## config.mk

```make
export PLATFORM = sky130hd
export DESIGN_NAME = bbd_interp
export DESIGN_NICKNAME = d
export VERILOG_FILES = /design/src/rtl/bbd_pkg.sv /design/src/rtl/bbd_interp.sv
export SDC_FILE = /design/constraint.sdc
export NUM_CORES = 1
export LEC_CHECK = 0
export ABC_AREA = 1
export ABC_CLOCK_PERIOD_IN_PS = 19300
export BUFFER_PORTS_ARGS = -buffer_cell sky130_fd_sc_hd__buf_2
export CAP_MARGIN = 25
export CORE_ASPECT_RATIO = 0.8
export CORE_UTILIZATION = 55
export DETAILED_ROUTE_END_ITERATION = 10
export PLACE_DENSITY_LB_ADDON = 0.08
export SETUP_SLACK_MARGIN = 0.4
export SLEW_MARGIN = 20
export SYNTH_ARGS = -nofsm -noshare
export SYNTH_HDL_FRONTEND = slang
export SYNTH_SLANG_ARGS = --single-unit
export TNS_END_PERCENT = 20
```

## constraint.sdc

```tcl
create_clock -name vclk -period 19.3
set_input_delay 0 -clock vclk [all_inputs]
set_output_delay 0 -clock vclk [all_outputs]
set_load 0.01 [all_outputs]
```

## src/rtl/bbd_pkg.sv

```systemverilog
package bbd_pkg;

  localparam int PIX_W        = 8;
  localparam int ROW_W        = 16;
  localparam int OUT_COL_W    = 11;
  localparam int CFG_WIDTH_W  = 12;
  localparam int CFG_HEIGHT_W = 16;
  localparam int APB_ADDR_W   = 3;
  localparam int APB_DATA_W   = 32;
  localparam int DEF_MAX_LINE = 2048;

  localparam logic [CFG_WIDTH_W-1:0]  FRAME_WIDTH_RST  = CFG_WIDTH_W'(640);
  localparam logic [CFG_HEIGHT_W-1:0] FRAME_HEIGHT_RST = CFG_HEIGHT_W'(480);

  // register index, taken from paddr[2]
  localparam logic REG_FRAME_WIDTH  = 1'b0;
  localparam logic REG_FRAME_HEIGHT = 1'b1;

  // 3x3 neighborhood, [row][col], row 0 is the oldest line
  typedef logic [2:0][2:0][PIX_W-1:0] window_t;

  typedef struct packed {
    logic [PIX_W-1:0] older;
    logic [PIX_W-1:0] middle;
  } line_pair_t;

  // per-pixel position data that travels alongside the window
  typedef struct packed {
    logic                 up;
    logic                 dn;
    logic                 lf;
    logic                 rt;
    logic                 row_odd;
    logic                 green_site;
    logic                 frame_end;
    logic [ROW_W-1:0]     row;
    logic [OUT_COL_W-1:0] col;
  } pix_info_t;

  // Average of cnt samples rounded half up: (2*sum + cnt) / (2*cnt).
  // Divide by six is a multiply by 10923 / 2^16, exact for 2*sum+3 <= 1533.
  function automatic logic [PIX_W-1:0] avg_round(input logic [9:0] sum,
                                                 input logic [2:0] cnt);
    logic [10:0] x;
    logic [24:0] p;
    logic [PIX_W-1:0] res;
    x = {sum, 1'b0} + 11'd3;
    p = 25'(x) * 25'd10923;
    case (cnt)
      3'd1: res = sum[PIX_W-1:0];
      3'd2: res = 8'((11'(sum) + 11'd1) >> 1);
      3'd3: res = p[23:16];
      3'd4: res = 8'((11'(sum) + 11'd2) >> 2);
      default: res = '0;
    endcase
    return res;
  endfunction

endpackage

```

## src/rtl/bbd_interp.sv

```systemverilog
module bbd_interp (
  input  bbd_pkg::window_t            win,
  input  bbd_pkg::pix_info_t          info,
  output logic [bbd_pkg::PIX_W-1:0]   red,
  output logic [bbd_pkg::PIX_W-1:0]   green,
  output logic [bbd_pkg::PIX_W-1:0]   blue
);
  import bbd_pkg::*;

  logic [9:0]       sv, sh, sd;
  logic [2:0]       nv, nh, nd;
  logic [PIX_W-1:0] avg_v, avg_h, avg_4, avg_d;

  always_comb begin
    sv = '0; nv = '0;
    sh = '0; nh = '0;
    sd = '0; nd = '0;
    if (info.up) begin
      sv = sv + 10'(win[0][1]); nv = nv + 3'd1;
    end
    if (info.dn) begin
      sv = sv + 10'(win[2][1]); nv = nv + 3'd1;
    end
    if (info.lf) begin
      sh = sh + 10'(win[1][0]); nh = nh + 3'd1;
    end
    if (info.rt) begin
      sh = sh + 10'(win[1][2]); nh = nh + 3'd1;
    end
    if (info.up && info.lf) begin
      sd = sd + 10'(win[0][0]); nd = nd + 3'd1;
    end
    if (info.up && info.rt) begin
      sd = sd + 10'(win[0][2]); nd = nd + 3'd1;
    end
    if (info.dn && info.lf) begin
      sd = sd + 10'(win[2][0]); nd = nd + 3'd1;
    end
    if (info.dn && info.rt) begin
      sd = sd + 10'(win[2][2]); nd = nd + 3'd1;
    end

    avg_v = avg_round(sv, nv);
    avg_h = avg_round(sh, nh);
    avg_4 = avg_round(sv + sh, nv + nh);
    avg_d = avg_round(sd, nd);

    if (info.green_site) begin
      // green site: red and blue sit on opposite axes, swapped by row parity
      green = win[1][1];
      red   = info.row_odd ? avg_v : avg_h;
      blue  = info.row_odd ? avg_h : avg_v;
    end else begin
      green = avg_4;
      red   = info.row_odd ? avg_d : win[1][1];
      blue  = info.row_odd ? win[1][1] : avg_d;
    end
  end

endmodule

```

* After elaboration in Yosys (flattened, before gate mapping)
Cells that the tools add are included.
** Storage, ports and cells
- Bits in registers :: 0
- Input bits :: 106
- Output and inout bits :: 24
** Cells by class
- Add/subtract/negate cells :: 24
- Multipliers :: 4
- Equality and inequality tests :: 16
- Muxes and demuxes :: 27
- Reduce and logical (&&, ||, !) cells :: 4
** Operator list (number)
- one-hot mux 8 bit (4 select lines) :: 4
- multiplier 11 x 14 -> 24 bit, second input constant :: 4
- 2-to-1 mux 8 bit :: 10
- adder 10 x 8 -> 10 bit :: 5
- 2-to-1 mux 10 bit :: 5
- adder 11 x 2 -> 11 bit, second input constant :: 4
- adder 10 x 2 -> 10 bit, second input constant :: 4
- adder 9 x 1 -> 9 bit, second input constant :: 4
- equality test 3 x 2 -> 1 bit, second input constant :: 8
- adder 3 x 1 -> 3 bit, second input constant :: 5
- 2-to-1 mux 3 bit :: 5
- equality test 3 x 1 -> 1 bit, second input constant :: 4
- equality test 3 bit, second input constant :: 4
- adder 10 bit :: 1
- logical AND 1 bit :: 4
- adder 3 bit :: 1
- 2-to-1 mux 1 bit :: 3

* Longest topological paths before layout
- Depth in word-level cells :: 13
- Mapped depth :: 64
- Gate-level depth less buffers :: 63

* Worst setup path before layout
Ideal clock, no wire load.
- Path type :: input -> output
- From :: input port info[33] (netlist bit)
- To :: output port red[7] (netlist bit)
- Data arrival time :: 8123 ps
- Data required time :: 19300 ps
- Path slack :: 11177 ps
- Stages :: 54
- Path through :: buf_6 > nand2_8 > nor2_4 > ha_1 > inv_1 > fa_1 > or2_4 > nand2_1 > inv_1 > fa_1 > or2_2 > nand2_1 > inv_1 > fa_1 > nor2_1 > o21ai_0 > nand2_1 > nand2_1 > (+18 left out) > nor2_1 > inv_1 > o221ai_1 > nand2_1 > nand3_1 > nand2_1 > nand2_1 > nand2_1 > nand2_1 > nand2_1 > inv_1 > nor2_1 > inv_1 > nand3_1 > nand3_2 > nand3_1 > nand2_1 > nand2_1
** Between the ends
- Longest elaborated chain between the ends :: 13
** Ends and longest elaborated chain
- start, declared :: RTL line bbd_interp.sv:3 : input bbd_pkg::pix_info_t info,
- logical AND 1 bit :: RTL line bbd_interp.sv:30 : if (info.up && info.lf) begin
- 2-to-1 mux 8 bit :: RTL line bbd_interp.sv:30
- adder 10 x 8 -> 10 bit :: RTL line bbd_interp.sv:34 : sd = sd + 10'(win[0][2]); nd = nd + 3'd1;
- 2-to-1 mux 10 bit :: RTL line bbd_interp.sv:33 : if (info.up && info.rt) begin
- adder 10 x 8 -> 10 bit :: RTL line bbd_interp.sv:37 : sd = sd + 10'(win[2][0]); nd = nd + 3'd1;
- 2-to-1 mux 10 bit :: RTL line bbd_interp.sv:36 : if (info.dn && info.lf) begin
- adder 10 x 8 -> 10 bit :: RTL line bbd_interp.sv:40 : sd = sd + 10'(win[2][2]); nd = nd + 3'd1;
- 2-to-1 mux 10 bit :: RTL line bbd_interp.sv:39 : if (info.dn && info.rt) begin
- adder 11 x 2 -> 11 bit :: RTL line bbd_pkg.sv:47 : x = {sum, 1'b0} + 11'd3;
- multiplier 11 x 14 -> 24 bit :: RTL line bbd_pkg.sv:48 : p = 25'(x) * 25'd10923;
- one-hot mux 8 bit (4 select lines) :: RTL line bbd_pkg.sv:49 : case (cnt)
- 2-to-1 mux 8 bit :: RTL line bbd_interp.sv:55 : red = info.row_odd ? avg_d : win[1][1];
- 2-to-1 mux 8 bit (*) :: RTL line bbd_interp.sv:48 : if (info.green_site) begin
- end, declared :: RTL line bbd_interp.sv:4 : output logic [bbd_pkg::PIX_W-1:0] red,
Mark *: on every way between the ends. The rest lies on a longest branch, timed or not.

* Worst setup path in the final report
Same ends and word-level chain as after synthesis.

==> impl_metrics.ini <==
[finish]
fin_nets = 2770
nClkBuffers = 0
fin_cells = 2540
seq_area_um2 = 0
drive_gt1_share_pct = 8.80
final.fill_count = 2653
synthToLayoutAreaGrowth_pct = 5.29
multi_input_area_um2 = 12700
seq_cells = 0

[synth]
synth_top_family_by_area = adder cells
synth_warnings = 0
synth-compound-area-share_pct = 11.6
synth_fa_ha_area_share_pct = 48.3
synth-simple-area-share_pct = 23.5
synth_cell_types = 55
seq_area_frac_synth_pct = 0
synthCells = 2108
synth.area.mux_share_pct = 0.0681
synth_nets = 2694
avgSynthCellArea_um2 = 6.97
synth_xor_area_share_pct = 2.91
netlist_area_um2 = 14700

[critical_path]
crit_start = info[33]
end_kind = primary output
path_common_cell = nand2_1
arrival_ps = 9730
crit_fanout = 18
start_kind = primary input
slowest_delay_ps = 550
crit_type = primary input to primary output
cp_slowest_cell = fa_1
crit_required_ps = 19300

[die]
dieWidth_um = 185
dieArea_um2 = 27400
io_pins = 130
die_h_um = 148
start_util_pct = 56.0
num_rows = 53
coreArea_um2 = 26300

[placement]
dp_hpwl_um = 33300
place_congestion = 0.957
dp_cells = 2539
portBuffers = 102

[drt]
wire_per_inst_um = 14.6
viasPerCell = 5.33
dr.pass1.iters = 8
dr.first_iter.drc_count = 832
vias = 13500
antenna_left = 0
routed_wirelength_um = 37100
route.detailed.drc = 2

[clocking]
post-cts-setup-buffers = 0
cts.repair.resized = 0
cts_hold_buf = 0

[global_routing]
grt_pass1_vias = 13200
grt_max_degree = 38
grt.total_usage_pct = 27.9
grt-ovfl-total = 0
antenna_found_initial = 1
grt_pass1_wl_um = 62200

[hold_path]
holdCritStartpoint = win[39]
min_path_type = primary input to primary output

[timing]
drv_slew = 0
finalSetupViolCount = 0
tns_ps = 0
min_period_over_period_pct = 50.4
min_period_ps = 9730
fmax_mhz = 103
relSlewSlack_pct = 41.0
tightestPinTransition_ps = 878
hold_violations = 0
rsz0062_at_grt = false

[outcome]
outcome = complete, but fails checks
violations = DRC

[run]
maxCapViolCount = 0
## cells in the final DEF, fill, tap and decap left out, types with 4 or more instances in the layout
master,instances
nand3b_1,4
fa_1,146
o21ai_1,14
nor2_1,67
o211ai_1,8
o221ai_1,8
nand4_1,29
ha_1,334
buf_2,102
nor2_4,6
o21ai_0,97
nand3_2,9
and2_1,6
nor4_1,5
nand2_1,453
a31oi_1,12
nor2_2,7
a21oi_1,125
inv_1,463
xnor2_1,14
nand3_1,123
or2_2,20
nand2_4,7
nand2_2,10
o21bai_1,11
inv_2,14
o21ai_2,7
nor3_1,13
xor2_1,33
## through the flow
stage | hold WS [ps] | cell area, um2 | worst slack [ps] | utilization [%]
floorplan | 124 | 14700 | 11180 | -
global placement | 325 | 15500 | 9810 | 58.9
detailed placement | 319 | 15500 | 9730 | 58.9
CTS | 319 | 15500 | 9690 | 58.9
global route | 353 | 15500 | 8830 | 58.9
finish | 320 | 15500 | 9570 | 58.9
## per-layer routing
layer / vias up / share of wire (%) / track usage [%]
li1: 6926 / - / -
met1: 6282 / 50 / 40.3
met2: 284 / 44 / 46.1
met3: 40 / 4.5 / 1.69
met4: 2 / 2.0 / 5.08
met5: - / 0.035 / 0
## layout make-up
cell class,instances,share of cell area [%]
inverters,481,11.7
repair buffers,102,3.30
well taps,357,2.89
multi-input cells,1599,82.1
diodes,1,0.0162
## cell usage after synthesis (7+ instances only)
library cell / number / area (um2)
a21oi_1: 125 / 626
a31oi_1: 12 / 75.1
buf_6: 8 / 90.1
clkbuf_1: 11 / 41.3
fa_1: 146 / 2920
ha_1: 334 / 4180
inv_1: 463 / 1740
inv_2: 14 / 52.6
nand2_1: 453 / 1700
nand2_2: 10 / 62.6
nand2_4: 7 / 78.8
nand3_1: 123 / 616
nand3_2: 9 / 90.1
nand4_1: 29 / 181
nor2_1: 67 / 251
nor2_2: 7 / 43.8
nor3_1: 13 / 65.1
o211ai_1: 8 / 60.1
o21ai_0: 97 / 485
o21ai_1: 14 / 70.1
o21ai_2: 7 / 61.3
o21bai_1: 11 / 82.6
o221ai_1: 8 / 70.1
or2_2: 20 / 125
xnor2_1: 14 / 123
xor2_1: 33 / 289
## final timing paths
path | slack (ps) | endpoint | cells past startpoint
setup / recovery | 9570 | red[7] | 54
hold / removal | 320 | green[7] | 4
## logic make-up after synthesis
kind of cell	Yosys count
and+or+nand+nor	766
buffers and inverters	509
adders and majority gates	480
AOI/OAI and AO/OA	304
xor gates and xnor gates	48
muxes	1
## worst max-delay path, delay by kind of cell
kind,cells,cell delay (ps)
fa+ha+maj,10,3730
simple gates,27,3510
compound gates,5,810
xor+xnor,2,420
buf+inv,10,1220
Power is left out: the tool's default activity adds up to more than one toggle a clock period on the data nets, which glitch-free logic cannot reach.
