[src/rtl/bbd_pkg.sv]
package bbd_pkg;

  localparam int PIX_W        = 8;
  localparam int ROW_W        = 16;
  localparam int OUT_COL_W    = 11;
  localparam int CFG_WIDTH_W  = 12;
  localparam int CFG_HEIGHT_W = 16;
  localparam int APB_ADDR_W   = 3;
  localparam int APB_DATA_W   = 32;
  localparam int DEF_MAX_LINE = 2048;

  localparam logic [CFG_WIDTH_W-1:0]  FRAME_WIDTH_RST  = CFG_WIDTH_W'(640);
  localparam logic [CFG_HEIGHT_W-1:0] FRAME_HEIGHT_RST = CFG_HEIGHT_W'(480);

  // register index, taken from paddr[2]
  localparam logic REG_FRAME_WIDTH  = 1'b0;
  localparam logic REG_FRAME_HEIGHT = 1'b1;

  // 3x3 neighborhood, [row][col], row 0 is the oldest line
  typedef logic [2:0][2:0][PIX_W-1:0] window_t;

  typedef struct packed {
    logic [PIX_W-1:0] older;
    logic [PIX_W-1:0] middle;
  } line_pair_t;

  // per-pixel position data that travels alongside the window
  typedef struct packed {
    logic                 up;
    logic                 dn;
    logic                 lf;
    logic                 rt;
    logic                 row_odd;
    logic                 green_site;
    logic                 frame_end;
    logic [ROW_W-1:0]     row;
    logic [OUT_COL_W-1:0] col;
  } pix_info_t;

  // Average of cnt samples rounded half up: (2*sum + cnt) / (2*cnt).
  // Divide by six is a multiply by 10923 / 2^16, exact for 2*sum+3 <= 1533.
  function automatic logic [PIX_W-1:0] avg_round(input logic [9:0] sum,
                                                 input logic [2:0] cnt);
    logic [10:0] x;
    logic [24:0] p;
    logic [PIX_W-1:0] res;
    x = {sum, 1'b0} + 11'd3;
    p = 25'(x) * 25'd10923;
    case (cnt)
      3'd1: res = sum[PIX_W-1:0];
      3'd2: res = 8'((11'(sum) + 11'd1) >> 1);
      3'd3: res = p[23:16];
      3'd4: res = 8'((11'(sum) + 11'd2) >> 2);
      default: res = '0;
    endcase
    return res;
  endfunction

endpackage

[src/rtl/bbd_regs.sv]
module bbd_regs (
  input  logic                                clk,
  input  logic                                rst,
  input  logic                                psel,
  input  logic                                penable,
  input  logic                                pwrite,
  input  logic [bbd_pkg::APB_ADDR_W-1:0]      paddr,
  input  logic [bbd_pkg::APB_DATA_W-1:0]      pwdata,
  output logic [bbd_pkg::APB_DATA_W-1:0]      prdata,
  output logic                                pready,
  output logic [bbd_pkg::CFG_WIDTH_W-1:0]     frame_width,
  output logic [bbd_pkg::CFG_HEIGHT_W-1:0]    frame_height,
  output logic                                cfg_write
);
  import bbd_pkg::*;

  assign pready    = 1'b1;
  assign cfg_write = psel && penable && pwrite;

  always_ff @(posedge clk) begin
    if (rst) begin
      frame_width  <= FRAME_WIDTH_RST;
      frame_height <= FRAME_HEIGHT_RST;
    end else if (cfg_write) begin
      case (paddr[2])
        REG_FRAME_WIDTH:  frame_width  <= pwdata[CFG_WIDTH_W-1:0];
        REG_FRAME_HEIGHT: frame_height <= pwdata[CFG_HEIGHT_W-1:0];
        default: ;
      endcase
    end
  end

  always_comb begin
    case (paddr[2])
      REG_FRAME_WIDTH:  prdata = APB_DATA_W'(frame_width);
      REG_FRAME_HEIGHT: prdata = APB_DATA_W'(frame_height);
      default:          prdata = '0;
    endcase
  end

endmodule

[config.mk]
export PLATFORM = sky130hd
export DESIGN_NAME = bbd_regs
export DESIGN_NICKNAME = d
export VERILOG_FILES = /design/src/rtl/bbd_pkg.sv /design/src/rtl/bbd_regs.sv
export SDC_FILE = /design/constraint.sdc
export NUM_CORES = 1
export LEC_CHECK = 0
export BUFFER_PORTS_ARGS = -buffer_cell sky130_fd_sc_hd__buf_2
export CORE_UTILIZATION = 25
export CTS_CLUSTER_DIAMETER = 100
export DETAILED_ROUTE_END_ITERATION = 7
export PLACE_DENSITY_LB_ADDON = 0.15
export SLEW_MARGIN = 10
export SYNTH_ARGS = -nofsm -noshare
export SYNTH_HDL_FRONTEND = slang
export SYNTH_SLANG_ARGS = --single-unit
[constraint.sdc]
create_clock -name clk -period 0.9 [get_ports clk]
set_input_delay 0 -clock clk [delete_from_list [all_inputs] [get_ports clk]]
set_output_delay 0 -clock clk [all_outputs]
set_load 0.02 [all_outputs]
======== After elaboration in Yosys (flattened, before gate mapping) ========
Cells that the tools add are included.
Widths: inputs -> output; s select.
storage, ports and cells
  bits in registers ....................... 28
  output and inout bits ................... 62
  word-level logic and storage cells ...... 8
cells by class
  muxes and demuxes ....................... 1
  bitwise operators ....................... 1
  reductions and logical operators ........ 4
operators with widths
  kind               count
  $pmux 32 s2        1
  $reduce_and 2->1   2
  $logic_and 1x1->1  2
  $not 1->1          1

======== Longest topological paths before layout ========
Gate-level depths: netlist of the first run.
  word-level depth ........................ 3
  mapped depth ............................ 4

======== Least setup slack after synthesis of the first run ========
OpenSTA, ideal clock, no wires.
  kind .................................... input port to flip-flop
  from .................................... input port paddr[2] (netlist name)
  to ...................................... register frame_height[10] (netlist name)
  setup time .............................. 0.072 ns
  data arrival time ....................... 0.628 ns
  setup slack ............................. 0.200 ns
  stages on the path ...................... 4
  path buffers ............................ 2
  cell sequence ........................... buf_6 and4_4 buf_12 mux2i_1
between the ends
  cells in the longest elaborated chain, start to end .. 1
RTL lines
  what                               line            text
  from (decl)                        bbd_regs.sv:7   input logic [bbd_pkg::APB_ADDR_W-1:0] paddr,
  $reduce_and 2->1 (no source line)  --
  to (signal assigned)               bbd_regs.sv:27  REG_FRAME_HEIGHT: frame_height <= pwdata[CFG_HEIGHT_W-1:0];
  to (decl)                          bbd_regs.sv:12  output logic [bbd_pkg::CFG_HEIGHT_W-1:0] frame_height,
No other way between the ends.
A chain may end at the register's enable or synchronous reset.

======== Worst setup path after layout of the first run ========
  from .................................... register frame_width[7] (netlist name)
  to ...................................... output port prdata[7] (netlist name)
between the ends
  cells in the longest elaborated chain, start to end .. 1
RTL lines
  what                    line            text
  from (decl)             bbd_regs.sv:11  output logic [bbd_pkg::CFG_WIDTH_W-1:0] frame_width,
  from (signal assigned)  bbd_regs.sv:26  REG_FRAME_WIDTH: frame_width <= pwdata[CFG_WIDTH_W-1:0];
  $pmux 32 s2             bbd_regs.sv:34  case (paddr[2])
  to (decl)               bbd_regs.sv:9   output logic [bbd_pkg::APB_DATA_W-1:0] prdata,
No other way between the ends. The select of a mux whose other input is x is not followed.

==> results of run 1 <==
-- worst max-delay path: stages (launching register included) --
cell and delay, ns:
dfxtp_2 0.34, mux2_4 0.27, buf_6 0.13
-- metrics by stage --
step	utilization (%)	hold WS, ns
2_1_floorplan	-	0.1548
3_3_place_gp	31.87	0.2716
3_5_place_dp	31.87	0.2709
4_1_cts	40.39	0.0004770
5_1_grt	43.18	0.01445
6_report	43.18	0.006521
-- timing repair --
item | in CTS | in global routing
hold endpoints to repair | 19 | 0
endpoints found under the setup margin | 16 | 37
cloned | 0 | 0
resized for setup | 63 | 52
setup buffers | 21 | 0
hold buffers | 14 | 0
-- metal layers --
metal  track usage [%]  share of wire, %  up-vias
li1                  -                 -      669
met1             17.01                50      601
met2             18.29                43       57
met3             2.057               6.6        2
met4             2.679              0.32        0
met5                 0                 0        -
-- cell type report --
type                    instances  share of cell area, %
flip-flops and latches         28                  23.39
clock buffers                   4                  2.166
repair buffers                108                  36.39
well taps                      75                  3.693
multi-input cells             114                  34.37
-- power by group through the flow --
stage | logic (mW) | clock network, mW | registers, mW
CTS | 0.566 | 0.830 | 1.29
global route | 0.653 | 0.887 | 1.29
floorplan | 0.322 | 0 | 1.35
detailed placement | 0.442 | 0 | 1.31
finish | 0.602 | 0.779 | 1.29
global placement | 0.441 | 0 | 1.31
-- synthesized netlist by cell type, types with 2 or more instances --
cell / n
nand2b_1: 37
dfxtp_1: 28
mux2i_1: 28
buf_4: 18
mux2_2: 12
nor2_1: 11
and2_1: 4
buf_2: 3
clkbuf_1: 3
conb_1: 2
-- logic make-up (layout without fill, tap and decap cells) --
group / count (synthesis) / after routing / synth area share (%)
other cells: 2 / 17 / 0.4932
buf+inv: 26 / 112 / 12.65
simple gates: 57 / 57 / 22.76
mux: 40 / 40 / 27.28
flops: 28 / 28 / 36.81
-- worst paths after layout --
check | end
hold reg to reg | frame_width[5]
setup / recovery | prdata[7]
hold / removal | frame_height[0]
setup reg to reg | frame_height[7]
-- sequential cells by signal, indices dropped and copies added (netlist names) --
| register | cells |
|---|---|
| frame_height | 16 |
| frame_width | 12 |
==> metrics.sh, run 1 <==
ASYNC_FLOP_SHARE_PCT=0
POST_SYNTH_MAIN_AREA_CONTRIBUTORS='dfxtp_1, mux2i_1, nand2b_1'
FF2FF_SETUP_SLACK_NS=0.17
YS_SEQ_ELEMENTS=28
RUN_STATUS='finished with violations'
PLACEDINSTANCEAREA_MM2=0.001876
INTERNAL_POWER_mW=1.966
TOTALPOWERFINAL_mW=2.667
CLOCK_NETWORK_LATENCY_TO_THE_LATER_PIN_OF_THE_WORST_SKEW_PAIR_NS=0.27
FINAL_NETS=295
VIOLATIONS='setup timing'
TIMING_HOLD_VIOLATIONS_FINAL=0
MAX-CLOCK-PATH-BUFFERS=2
ROUTE.DETAILED.DRC=0
SEQ_POWER_SHARE_PCT=48.2
AREA_OCCUPIED_BY_MULTI_INPUT_GATES_UM2=873.3
CRIT_START='frame_width[7]'
DESIGN_AREA_MM2=0.002541
ANTENNA_FOUND_INITIAL=0
R2R.WORST_PATH.CELLS=3
DP.FINAL_HPWL_UM=2409
DP_CELLS=290
REG2REG_FROM='frame_height[7]'
DESIGN.CORE.AREA_MM2=0.005886
YS.WARNINGS.COUNT=0
CLKPWRFRAC_PCT=29.2
ROWS=28
MIN_PERIOD_OVER_PERIOD_PCT=111.8
TIMING_WORST_SETUP_PATH_TYPE='reg -> out'
CHIPWIDTH_UM=80.05
MIN_PATH_CELLS=3
SWITCHING_SHARE_PCT=26.29
GRT_USE_TOTAL_PCT=11.86
SETUP-TNS-FINAL_NS=-1.183
SYN_AREA_PER_CELL_UM2=9.952
YOSYS.CELL_TYPES.COUNT=17
MAX_FREQ_MHz=994.0
TRITONCTS='built'
SHARE_OF_TOTAL_POWER_IN_COMBINATIONAL_LOGIC_PCT=22.6
INITIAL_UTILIZATION_PCT=25.87
MAXIMUM_CAPACITANCE_VIOLATIONS=0
CLK_ROOT_BUFFER_CELL='clkbuf_8'
SKEW_NS=0
PLACE.GP.CONGESTION=0.6020
IOPINCOUNT=102
SYNTH_ENABLE_FLOP_CELLS=0
IR_WORST_VDD_mV=0.5306
TIMING.CRITICAL_PATH.FROM_TYPE='flop'
SEQUENTIAL_CELL_AREA_UM2=594.3
WORST-ENDPOINT-ARRIVAL_NS=1.01
WORST_SETUP_PATH_END_KIND='primary output'
CLOCK_SINK_COUNT=28
HOLD_CLASS='in -> reg'
SYNTH_TOP_FLOP_CELL='dfxtp_1'
ROUTE.DETAILED.WL_PER_INST_UM=11.40
ANTENNA_LEFT=0
SYN-INSTANCE-COUNT=153
REPORT.FINAL.SETUP_VIOL=12
PRE_CTS_SLACK_NS=0.01922
FINAL_LAYOUT_SIZE_SUFFIX_GT1_SHARE_PCT=56.30
FILLERINSTANCES=590
SYNTH_AREA_LEADER_CELL='dfxtp_1'
AREA_GROWTH_PCT=66.89
ROUTED-VIA-COUNT=1329
DRT_FIRST_PASS_ITERS=6
P_LEAK_nW=1.204
FINISH.CELL_COUNT_WITHOUT_FILLERS=329
DIE_AREA_MM2=0.006407
DRT-INITIAL-DRC-COUNT=47
VIASPERCELL=4.040
GRT_SETUP_UNREPAIRED='yes'
NUMBER_OF_GLOBAL_ROUTE_VIAS_BEFORE_REPAIR=1207
FINAL_CRITICAL_PATH_SETUP_SLACK_NS=-0.1061
LARGEST_NET_DEGREE_AT_THE_START_OF_GLOBAL_ROUTING=49
GRT_FIRST_PASS_WIRELENGTH_UM=5871
CTS_MAX_LEVEL=1
FINAL_MAX_SLEW_VIOL_COUNT=0
POWER_DENSITY_mW_PER_MM2=1050
WORST_SETUP_HOLD_PATH_CLK_SLEW_NS=0.10
CTS_INSERTED_BUFFERS=3
LAYOUT.CELLS.MOST_COMMON_LIST='nand2b_1, buf_6, buf_2'
POST-SYNTH-TOP-AREA-FRACTION_PCT=36.81
WORST-PATH-MAX-FANOUT=2
NUMPORTBUFFERS=66
GLOBAL_ROUTE.OVERFLOW_TOTAL=0
WORST-ENDPOINT-REQUIRED_NS=0.90
MAPPEDNETLISTAREA_MM2=0.001523
DIE_HEIGHT_UM=80.05
P_SWITCHING_uW=701.2
N_ANTENNA_CELL=0
FINALWIRELENGTH_UM=3749
YS_SEQ_AREA_SHARE_PCT=36.81
HOLD_PATH_STARTPOINT='pwdata[0]'
FINAL.MIN_CLOCK_PERIOD_NS=1.006
Power figures use the tool's default switching activity.
==> inputs of run 2 (changes only) <==
--- a/config.mk
+++ b/config.mk
@@ -10,6 +10,8 @@
 export CTS_CLUSTER_DIAMETER = 100
 export DETAILED_ROUTE_END_ITERATION = 7
 export PLACE_DENSITY_LB_ADDON = 0.15
+export RECOVER_POWER = 50
+export SETUP_SLACK_MARGIN = 0.05
 export SLEW_MARGIN = 10
 export SYNTH_ARGS = -nofsm -noshare
 export SYNTH_HDL_FRONTEND = slang
==> run 2 against run 1 <==
Net effect: the run still ends with setup timing left; first-iteration DRC count shrank 15%; combinational power grew 1%; clock-buffer cell count is the same; total power grew 0.52%; critical path type unchanged; critical endpoint is now prdata[1].
==> metrics.sh, run 2 (synthesis results as in run 1) <==
DESIGN.CORE.AREA_MM2=0.005886  # unchanged
MAX_FREQ_MHz=989.7  # was 994.0 MHz
ROUTE.TOP_LAYER_USED='met4'  # unchanged
IR_WORST_VDD_mV=0.5349  # was 0.5306 mV
MAXIMUM_CAPACITANCE_VIOLATIONS=0  # unchanged
INTERNAL_POWER_mW=1.975  # was 1.966 mW
DIE_AREA_MM2=0.006407  # unchanged
WORST-PATH-MAX-FANOUT=2  # unchanged
P_LEAK_nW=1.220  # was 1.204 nW
NUMBER_OF_GLOBAL_ROUTE_VIAS_BEFORE_REPAIR=1229  # was 1207
MET3ROUTEDLENGTH_UM=253  # was 248 um
FINAL_MAX_SLEW_VIOL_COUNT=0  # unchanged
ANTENNA_FOUND_INITIAL=0  # unchanged
CTS_INSERTED_BUFFERS=3  # unchanged
CLOCK_SINK_COUNT=28  # unchanged
ANTENNA_LEFT=0  # unchanged
CHIPWIDTH_UM=80.05  # unchanged
INITIAL_UTILIZATION_PCT=25.87  # unchanged
RUN_STATUS='finished with violations'  # unchanged
WORST_SETUP_PATH_END_KIND='primary output'  # unchanged
MIN_PERIOD_OVER_PERIOD_PCT=112.3  # was 111.8%
SWITCHING_SHARE_PCT=26.35  # was 26.29%
SHARE_OF_TOTAL_POWER_IN_COMBINATIONAL_LOGIC_PCT=22.7  # was 22.6%
DRT-INITIAL-DRC-COUNT=40  # was 47
FINAL_NETS=299  # was 295
NUMPORTBUFFERS=66  # unchanged
CTS_MAX_LEVEL=1  # unchanged
REG.LARGEST.LIST='frame_height (16), frame_width (12)'  # unchanged
WORST-ENDPOINT-REQUIRED_NS=0.90  # about the same
FINAL_LAYOUT_SIZE_SUFFIX_GT1_SHARE_PCT=56.59  # was 56.30%
TRITONCTS='built'  # unchanged
LAYOUT_COMMONEST_CELL='buf_6'
ROUTE.DETAILED.DRC=0  # unchanged
SEQ_POWER_SHARE_PCT=48.1  # was 48.2%
GLOBAL_ROUTE.OVERFLOW_TOTAL=0  # unchanged
AREA_GROWTH_PCT=71.49  # was 66.89%
DESIGN_AREA_MM2=0.002611  # was 0.002541 mm^2
GRT_USE_TOTAL_PCT=12.04  # was 11.86%
ROWS=28  # unchanged
PLACE.GP.CONGESTION=0.6020  # unchanged
CLOCK_NETWORK_LATENCY_TO_THE_LATER_PIN_OF_THE_WORST_SKEW_PAIR_NS=0.27  # about the same
ROUTED-VIA-COUNT=1352  # was 1329
TIMING_HOLD_VIOLATIONS_FINAL=0  # unchanged
POWER_DENSITY_mW_PER_MM2=1027  # was 1050 mW/mm^2
TIMING.CRITICAL_PATH.FROM_TYPE='flop'  # unchanged
P_SWITCHING_uW=706.5  # was 701.2 uW
SKEW_NS=0  # unchanged
WORST-ENDPOINT-ARRIVAL_NS=1.01  # about the same
N_ANTENNA_CELL=0  # unchanged
TOP_REG_BY_FLOPS='frame_height'  # unchanged
PRE_CTS_SLACK_NS=0.01922  # unchanged
REPORT.FINAL.SETUP_VIOL=12  # unchanged
CLK_ROOT_BUFFER_CELL='clkbuf_8'  # unchanged
LAYOUT.CELLS.MOST_COMMON_LIST='buf_6, nand2b_1, mux2i_1, buf_2, dfxtp_2'  # was nand2b_1, buf_6, buf_2
NUMBER_OF_FLIP_FLOPS_UNDER_THE_LARGEST_REGISTER_NAME=16  # unchanged
IOPINCOUNT=102  # unchanged
DRT_FIRST_PASS_ITERS=6  # unchanged
WORST_SETUP_HOLD_PATH_CLK_SLEW_NS=0.10  # about the same
VIASPERCELL=4.060  # was 4.040
MAX-CLOCK-PATH-BUFFERS=2  # unchanged
GRT_FIRST_PASS_WIRELENGTH_UM=5954  # was 5871 um
PLACEDINSTANCEAREA_MM2=0.001876  # unchanged
HOLD_CLASS='in -> reg'  # unchanged
TIMING_WORST_SETUP_PATH_TYPE='reg -> out'  # unchanged
WORST_HOLD_SLACK_NS=0.006085  # was 0.006521 ns
FINALWIRELENGTH_UM=3777  # was 3749 um
ROUTE.DETAILED.WL_PER_INST_UM=11.34  # was 11.40 um
FINAL.MIN_CLOCK_PERIOD_NS=1.010  # was 1.006 ns
FINAL_CRITICAL_PATH_SETUP_SLACK_NS=-0.1104  # was -0.1061 ns
FILLERINSTANCES=592  # was 590
CLKPWRFRAC_PCT=29.2  # about the same
GRT_SETUP_UNREPAIRED='yes'  # unchanged
VIOLATIONS='setup timing'  # unchanged
DIE_HEIGHT_UM=80.05  # unchanged
LARGEST_NET_DEGREE_AT_THE_START_OF_GLOBAL_ROUTING=49  # unchanged
ROUTE.MET2.WL_UM=1666  # was 1624 um
DP.FINAL_HPWL_UM=2409  # unchanged
ROUTED_LENGTH_ON_MET1_UM=1844  # was 1864 um
-- run 2: what timing repair did --
action,CTS,global route
hold buffers,14,0
buffers inserted,21,5
endpoints found under the setup margin,16,37
resized for setup,113,14
endpoints found under the hold margin,19,0
-- run 2: final cells by class --
cell class	instances	area, um^2	area share [%]
Timing Repair Buffer	112	1010	38.67
Multi-Input combinational cell	114	858.3	32.87
Sequential cell	28	594.3	22.76
Tap cell	75	93.84	3.594
Clock buffer	4	55.05	2.108
-- run 2: per-stage QoR --
stage / TNS, ns / power [mW] / util [%] / cells
2_1_floorplan: 0 / 1.667 / - / 168
3_3_place_gp: 0 / 1.755 / 31.87 / 290
3_5_place_dp: 0 / 1.756 / 31.87 / 290
4_1_cts: -1.319 / 2.714 / 43.05 / 329
5_1_grt: -1.740 / 2.835 / 44.37 / 333
6_report: -1.235 / 2.681 / 44.37 / 333
-- run 2: worst paths after layout --
kind | cells after the start | endpoint | startpoint | slack, ns
min reg2reg | 2 | frame_height[14] | frame_height[14] | 0.49
min | 3 | frame_height[0] | pwdata[0] | 0.006
max reg2reg | 4 | frame_height[9] | frame_height[9] | 0.10
max | 2 | prdata[1] | frame_height[1] | -0.11
-- run 2: per-layer routing --
layer  track usage, %  vias to the layer above
met1            16.93                      611
met2            18.97                       57
met5                0                        -
met4            2.679                        0
met3            2.171                        2
li1                 -                      682
-- run 2: worst max-delay path, cell delays in order, from the launching register on --
cell and delay, ns:
dfxtp_2 0.34, mux2_2 0.27, buf_6 0.13
-- run 2: power groups by stage --
stage                     logic [mW]  clock network [mW]  registers, mW
final                          0.609               0.784           1.29
after global routing           0.659               0.882           1.29
after CTS                      0.598               0.830           1.29
after detailed placement       0.442                   0           1.31
after global placement         0.441                   0           1.31
after floorplan                0.322                   0           1.35
